`src/design/itoa_pkg.sv`:
```
// Shared types, opcodes and helpers for the integer to ASCII formatter.
package itoa_pkg;

    typedef enum logic [2:0] {
        OP_SDEC = 3'd0,
        OP_UDEC = 3'd1,
        OP_LHEX = 3'd2,
        OP_UHEX = 3'd3,
        OP_PTR  = 3'd4
    } opcode_t;

    localparam int unsigned MaxChars  = 18;
    localparam int unsigned DecDigits = 10;
    localparam int unsigned MaxDigits = 16;
    localparam int unsigned BcdStages = 8;

    typedef struct packed {
        logic [2:0]  opcode;
        logic [63:0] number;
    } in_req_t;

    typedef struct packed {
        logic [7:0] out_char;
        logic       last_char;
    } out_req_t;

    // Text of one number, most significant character first.
    typedef struct packed {
        logic [MaxChars-1:0][7:0] chars;
        logic [4:0]               len;
    } text_t;

    function automatic logic [7:0] hex_char(input logic [3:0] d, input logic upper);
        logic [7:0] r;
        if (d < 4'd10) begin
            r = 8'h30 + {4'd0, d};
        end else if (upper) begin
            r = 8'h41 + {4'd0, d} - 8'd10;
        end else begin
            r = 8'h61 + {4'd0, d} - 8'd10;
        end
        return r;
    endfunction

endpackage

```
`src/design/itoa_bcd.sv`:
```
// Pipelined binary to BCD conversion, four double-dabble bits per stage.
module itoa_bcd (
    input  logic                aclk,
    input  logic                aresetn,
    input  logic                en,
    input  logic                in_valid,
    input  logic [31:0]         in_bin,
    input  itoa_pkg::in_req_t   in_req,
    input  logic                in_neg,
    output logic                out_valid,
    output logic [39:0]         out_bcd,
    output itoa_pkg::in_req_t   out_req,
    output logic                out_neg
);

    logic [itoa_pkg::BcdStages:0]        vld;
    logic [itoa_pkg::BcdStages:0][31:0]  bin;
    logic [itoa_pkg::BcdStages:0][39:0]  bcd;
    itoa_pkg::in_req_t                   req [itoa_pkg::BcdStages+1];
    logic [itoa_pkg::BcdStages:0]        neg;

    assign vld[0] = in_valid;
    assign bin[0] = in_bin;
    assign bcd[0] = '0;
    assign req[0] = in_req;
    assign neg[0] = in_neg;

    for (genvar s = 0; s < itoa_pkg::BcdStages; s++) begin : g_stage
        logic [31:0] bin_next;
        logic [39:0] bcd_next;
        logic        vld_reg;
        logic [31:0] bin_reg;
        logic [39:0] bcd_reg;
        itoa_pkg::in_req_t req_reg;
        logic        neg_reg;

        always_comb begin
            bin_next = bin[s];
            bcd_next = bcd[s];
            for (int b = 0; b < 4; b++) begin
                for (int d = 0; d < 10; d++) begin
                    if (bcd_next[d*4 +: 4] >= 4'd5) begin
                        bcd_next[d*4 +: 4] = bcd_next[d*4 +: 4] + 4'd3;
                    end
                end
                bcd_next = {bcd_next[38:0], bin_next[31]};
                bin_next = {bin_next[30:0], 1'b0};
            end
        end

        always_ff @(posedge aclk) begin
            if (!aresetn) begin
                vld_reg <= 1'b0;
            end else if (en) begin
                vld_reg <= vld[s];
            end
            if (en) begin
                bin_reg <= bin_next;
                bcd_reg <= bcd_next;
                req_reg <= req[s];
                neg_reg <= neg[s];
            end
        end

        assign vld[s+1] = vld_reg;
        assign bin[s+1] = bin_reg;
        assign bcd[s+1] = bcd_reg;
        assign req[s+1] = req_reg;
        assign neg[s+1] = neg_reg;
    end

    assign out_valid = vld[itoa_pkg::BcdStages];
    assign out_bcd   = bcd[itoa_pkg::BcdStages];
    assign out_req   = req[itoa_pkg::BcdStages];
    assign out_neg   = neg[itoa_pkg::BcdStages];

endmodule

```
`src/design/itoa_text.sv`:
```
// Builds the character string of one number from its digits.
module itoa_text (
    input  logic                aclk,
    input  logic                aresetn,
    input  logic                en,
    input  logic                in_valid,
    input  logic [39:0]         in_bcd,
    input  itoa_pkg::in_req_t   in_req,
    input  logic                in_neg,
    output logic                out_valid,
    output itoa_pkg::text_t     out_text
);

    logic [itoa_pkg::MaxDigits-1:0][3:0] dig;
    logic [4:0]            ndig;
    logic                  upper;
    logic                  vld_op;
    itoa_pkg::text_t       text_next;
    logic                  valid_reg;
    itoa_pkg::text_t       text_reg;
    logic [4:0]            pre;

    always_comb begin
        dig   = '0;
        ndig  = 5'd1;
        upper = 1'b0;
        pre   = 5'd0;
        text_next = '0;
        vld_op = 1'b1;
        unique case (in_req.opcode)
            itoa_pkg::OP_SDEC, itoa_pkg::OP_UDEC: begin
                for (int i = 0; i < itoa_pkg::DecDigits; i++) begin
                    dig[i] = in_bcd[i*4 +: 4];
                end
            end
            itoa_pkg::OP_LHEX, itoa_pkg::OP_UHEX: begin
                dig[7:0] = in_req.number[31:0];
                upper = (in_req.opcode == itoa_pkg::OP_UHEX);
            end
            itoa_pkg::OP_PTR: begin
                dig = in_req.number;
            end
            default: vld_op = 1'b0;
        endcase
        for (int i = 1; i < itoa_pkg::MaxDigits; i++) begin
            if (dig[i] != 4'd0) begin
                ndig = 5'(i + 1);
            end
        end
        if (in_req.opcode == itoa_pkg::OP_PTR && in_req.number == 64'd0) begin
            text_next.chars[0] = 8'h28;
            text_next.chars[1] = 8'h6e;
            text_next.chars[2] = 8'h69;
            text_next.chars[3] = 8'h6c;
            text_next.chars[4] = 8'h29;
            text_next.len = 5'd5;
        end else begin
            if (in_req.opcode == itoa_pkg::OP_PTR) begin
                text_next.chars[0] = 8'h30;
                text_next.chars[1] = 8'h78;
                pre = 5'd2;
            end else if (in_neg) begin
                text_next.chars[0] = 8'h2d;
                pre = 5'd1;
            end
            for (int k = 0; k < itoa_pkg::MaxDigits; k++) begin
                if (5'(k) < ndig) begin
                    text_next.chars[5'(k) + pre] =
                        itoa_pkg::hex_char(dig[4'(ndig - 5'(k) - 5'd1)], upper);
                end
            end
            text_next.len = pre + ndig;
        end
    end

    always_ff @(posedge aclk) begin
        if (!aresetn) begin
            valid_reg <= 1'b0;
        end else if (en) begin
            valid_reg <= in_valid && vld_op;
        end
        if (en) begin
            text_reg <= text_next;
        end
    end

    assign out_valid = valid_reg;
    assign out_text  = text_reg;

endmodule

```
`src/design/integer_to_ascii_formatter_unit.sv`:
```
// Top level of the integer to ASCII formatter.
// Each request passes a ten-stage pipeline (input register, eight
// conversion stages, text build) and its text then leaves one character
// per cycle while m_ready is high, with last_char on the final one; a text
// has 1 to 18 characters, and the pipeline is held until it has all left.
// Unused opcodes give no characters.
module integer_to_ascii_formatter_unit (
    input  logic                aclk,
    input  logic                aresetn,
    input  logic                s_valid,
    output logic                s_ready,
    input  itoa_pkg::in_req_t   s_data,
    output logic                m_valid,
    input  logic                m_ready,
    output itoa_pkg::out_req_t  m_data
);

    logic              en;
    logic              in_vld_reg;
    itoa_pkg::in_req_t in_req_reg;
    logic              neg;
    logic [31:0]       mag;
    logic              bcd_vld;
    logic [39:0]       bcd;
    itoa_pkg::in_req_t bcd_req;
    logic              bcd_neg;
    logic              txt_vld;
    itoa_pkg::text_t   txt;
    logic              busy_reg;
    itoa_pkg::text_t   ser_reg;
    logic [4:0]        idx_reg;
    logic              done;

    assign done = m_valid && m_ready && m_data.last_char;
    assign en = !busy_reg || done;
    assign s_ready = en;

    always_ff @(posedge aclk) begin
        if (!aresetn) begin
            in_vld_reg <= 1'b0;
        end else if (en) begin
            in_vld_reg <= s_valid;
        end
        if (en) begin
            in_req_reg <= s_data;
        end
    end

    assign neg = (in_req_reg.opcode == itoa_pkg::OP_SDEC) && in_req_reg.number[31];
    assign mag = neg ? (32'd0 - in_req_reg.number[31:0]) : in_req_reg.number[31:0];

    itoa_bcd u_bcd (
        .aclk(aclk), .aresetn(aresetn), .en(en),
        .in_valid(in_vld_reg), .in_bin(mag), .in_req(in_req_reg), .in_neg(neg),
        .out_valid(bcd_vld), .out_bcd(bcd), .out_req(bcd_req), .out_neg(bcd_neg)
    );

    itoa_text u_text (
        .aclk(aclk), .aresetn(aresetn), .en(en),
        .in_valid(bcd_vld), .in_bcd(bcd), .in_req(bcd_req), .in_neg(bcd_neg),
        .out_valid(txt_vld), .out_text(txt)
    );

    always_ff @(posedge aclk) begin
        if (!aresetn) begin
            busy_reg <= 1'b0;
        end else if (en) begin
            busy_reg <= txt_vld;
        end
        if (en) begin
            ser_reg <= txt;
            idx_reg <= 5'd0;
        end else if (m_valid && m_ready) begin
            idx_reg <= idx_reg + 5'd1;
        end
    end

    assign m_valid = busy_reg;
    assign m_data.out_char  = ser_reg.chars[idx_reg];
    assign m_data.last_char = (idx_reg + 5'd1 == ser_reg.len);

    a_len_range: assert property (@(posedge aclk) disable iff (!aresetn)
        busy_reg |-> (ser_reg.len >= 5'd1 && ser_reg.len <= 5'(itoa_pkg::MaxChars)))
        else $error("text length out of range");
    a_idx_bound: assert property (@(posedge aclk) disable iff (!aresetn)
        busy_reg |-> idx_reg < ser_reg.len)
        else $error("character index past end");
    a_hold_pipe: assert property (@(posedge aclk) disable iff (!aresetn)
        (busy_reg && !done) |=> $stable(txt_vld))
        else $error("pipeline advanced during output");

endmodule
```
`config.mk`:
```
export PLATFORM = sky130hd
export DESIGN_NAME = integer_to_ascii_formatter_unit
export DESIGN_NICKNAME = d
export VERILOG_FILES = /design/src/design/itoa_pkg.sv /design/src/design/itoa_bcd.sv /design/src/design/itoa_text.sv /design/src/design/integer_to_ascii_formatter_unit.sv
export SDC_FILE = /design/constraint.sdc
export NUM_CORES = 2
export LEC_CHECK = 0
export ABC_CLOCK_PERIOD_IN_PS = 50500
export BUFFER_PORTS_ARGS = -buffer_cell sky130_fd_sc_hd__buf_2
export CAP_MARGIN = 20
export CORE_AREA = 2 2 456 458
export CTS_CLUSTER_SIZE = 20
export DETAILED_ROUTE_END_ITERATION = 8
export DIE_AREA = 0 0 458 460
export GPL_ROUTABILITY_DRIVEN = 0
export PLACE_DENSITY = 0.46
export SLEW_MARGIN = 10
export SYNTH_ARGS = -nofsm -noshare
export SYNTH_HDL_FRONTEND = slang
export SYNTH_SLANG_ARGS = --single-unit
```
`constraint.sdc`:
```
create_clock -name aclk -period 50.5 [get_ports aclk]
set_input_delay 5.05 -clock aclk [delete_from_list [all_inputs] [get_ports aclk]]
set_output_delay 5.05 -clock aclk [all_outputs]
set_load 0.005 [all_outputs]
```
==> flow_metrics.py <==
metrics = {
    "detailed_routing": {
        "wl_per_cell_um": 18.17,
        "viasPerCell": 4.923,
        "drt_iter0_drc": 3234,
        "finalWirelength_um": 142900,
        "drt_first_pass_iters": 5,
        "vias": 38720,
        "drc_errors": 0,
        "ant_nets": 0,
    },
    "sta": {
        "tightest_slew_ps": 1192,
        "rsz0062_at_grt": "no",
        "fin_crit_sh_pct": 23.39,
        "hold_slack_ps": 376.2,
        "fmax_mhz": 84.66,
        "slew_headroom_pct": 19.90,
        "fin_setup_tns_ps": 0,
        "slew_violations": 0,
        "fin_crit_ps": 11810,
        "finalHoldViolCount": 0,
        "fin_skew_ps": 52.51,
        "setup_viol": 0,
    },
    "global_route": {
        "antenna_found_initial": 4,
        "grt_max_degree": 194,
        "grt-ovfl-total": 0,
        "grt_pass1_wl_um": 220100,
        "grt_pass1_vias": 37260,
        "grt_use_met3_pct": 2.419,
        "grt-busiest-layer": "met2",
        "use_met2_pct": 21.19,
        "gr-usage-met1_pct": 18.21,
        "track_usage_pct": 13.38,
    },
    "clock_network": {
        "clk_latency_ps": 790,
        "cts_made_buffers": 136,
        "cts_root_buf": "clkbuf_16",
        "h-tree-depth": 4,
        "cts_tree": "built",
        "ctsResizeCount": 0,
        "cts.sinks": 1178,
        "cts_setup_buffers": 0,
        "cts_hold_buf": 0,
        "path_clk_slew_ps": 60,
        "cts_buffer_depth": 3,
    },
    "logic_synthesis": {
        "yosys_warnings": 0,
        "synth_top_family_by_area": "compound AO/OA/AOI/OAI gates",
        "synth_most_common_cell": "edfxtp_1",
        "synth-seq-area-share_pct": 57.31,
        "syn_area_per_cell_sq_um": 12.50,
        "synthArstFlopShare_pct": 0,
        "synth_area_leaders": "edfxtp_1, ha_1, mux2i_1",
        "synthMuxAreaShare_pct": 7.888,
        "synth-xor-area-share_pct": 3.205,
        "synth_cell_types": 109,
        "synth_fa_ha_area_share_pct": 7.139,
        "synth_edf_count": 1162,
        "ys_seq_elements": 1178,
        "synth_commonest_cells": "edfxtp_1, ha_1, o21ai_0",
        "synth_area_sq_um": 61450,
        "synth_top_cell_by_area": "edfxtp_1",
        "synth_top_area_share_pct": 56.79,
        "synth_compound_area_share_pct": 11.69,
        "synth-simple-area-share_pct": 10.03,
        "yosys_most_used_dff": "edfxtp_1",
        "synth_fp_nets": 5335,
        "syn_inst": 4914,
    },
    "floorplanning": {
        "boundaryPins": 82,
        "dieWidth_um": 458,
        "core_sq_um": 206000,
        "die-area_sq_um": 210700,
        "initial_core_util_pct": 29.83,
        "die_h_um": 460,
        "num_rows": 167,
    },
    "critical_path": {
        "cp-end-kind": "output pin",
        "arrival_ps": 6760,
        "critical_path.startpoint_type": "primary input",
        "crit_type": "in2out",
        "critPathRequiredTime_ps": 45450,
        "reg2reg_slack_ps": 41680,
        "cp_max_fo": 100,
    },
    "placed_design": {
        "portBuffers": 80,
        "dp.cells": 7621,
        "dpl.hpwl_um": 103700,
    },
    "layout": {
        "final_cells": 7864,
        "seqCellArea_sq_um": 35220,
        "post-route-util_pct": 33.68,
        "multi_input_area_sq_um": 24580,
        "largest_register_ffs": 469,
        "layout.nets": 5476,
        "layout-drive-gt1-share_pct": 10.25,
        "area_delta_synth_final_pct": 12.93,
        "fillers": 20260,
    },
    "flow_run": {
        "max_cap_viol_count": 0,
    },
    "run_status": {
        "status": "finished clean",
    },
    "hold_path": {
        "min_path_type": "reg2reg",
    },
}
==> cell type report <==
class / count / share of cell area (%)
Sequential cell: 1178 / 50.75
Multi-Input combinational cell: 3321 / 35.42
Clock buffer: 166 / 5.097
Tap cell: 2704 / 4.876
Inverter: 299 / 1.632
Clock inverter: 76 / 1.201
Timing Repair Buffer: 119 / 1.017
Antenna cell: 1 / 0.003606
==> routing by layer <==
metal / vias to the layer above / part of all wire (%)
met4: 2 / 3.1
met3: 242 / 5.1
met2: 961 / 45
li1: 18790 / -
met1: 18720 / 46
met5: - / 0.014
==> placed cells by master, fill, tap and decap left out, types with 28 or more instances in the layout <==
cell | synthesis | layout
edfxtp_1 | 1162 | 1162
ha_1 | 349 | 349
o21ai_0 | 326 | 326
a21oi_1 | 314 | 314
nor2_1 | 307 | 306
nand2_1 | 293 | 293
inv_1 | 290 | 289
mux2i_1 | 233 | 233
xnor2_1 | 179 | 179
clkbuf_16 | 0 | 137
nor2b_1 | 127 | 127
mux2_2 | 92 | 92
nand2b_1 | 83 | 83
nor3_1 | 81 | 81
buf_2 | 26 | 80
nand3_1 | 71 | 71
nor3b_1 | 70 | 70
mux4_2 | 63 | 63
a22oi_1 | 46 | 46
o21a_1 | 41 | 41
and3_1 | 40 | 40
o22ai_1 | 38 | 38
buf_4 | 6 | 38
xor2_1 | 37 | 37
a31oi_1 | 37 | 37
a21boi_0 | 37 | 37
a211oi_1 | 34 | 34
o211ai_1 | 32 | 32
a21o_1 | 30 | 30
nand3b_1 | 29 | 29
clkbuf_1 | 61 | 29
nor4_1 | 30 | 28
==> path summary, 6_finish.rpt <==
| kind | start | end | cells after the start |
|---|---|---|---|
| hold reg to reg | u_text.out_text[38] | ser_reg[38] | 0 |
| setup / recovery | m_ready | s_ready | 4 |
| hold / removal | u_text.out_text[38] | ser_reg[38] | 0 |
| setup reg to reg | u_bcd.out_req[64] | u_text.out_text[47] | 20 |
==> stage by stage <==
step | area, sq um | worst slack [ps]
4_1_cts | 69390 | 38660
2_1_floorplan | 61450 | 17360
6_report | 69390 | 38690
5_1_grt | 69390 | 38550
3_3_place_gp | 65020 | 38690
3_5_place_dp | 65020 | 38670
==> kinds of logic (layout without fill, tap and decap cells) <==
logic type | count (synthesis) | count (layout)
DFF | 1178 | 1178
xor gates and xnor gates | 220 | 220
muxes | 391 | 391
other | 1 | 2
buffers and inverters | 415 | 660
and+or+nand+nor | 1220 | 1220
AOI/OAI and AO/OA | 1139 | 1139
adders and majority gates | 350 | 350
==> critical path, stage by stage <==
cell and delay (ps):
buf_2 140, a21boi_2 740, inv_8 470, buf_2 290
Power is left out: the tool's default activity adds up to more than one toggle a clock period on the data nets, which glitch-free logic cannot reach.
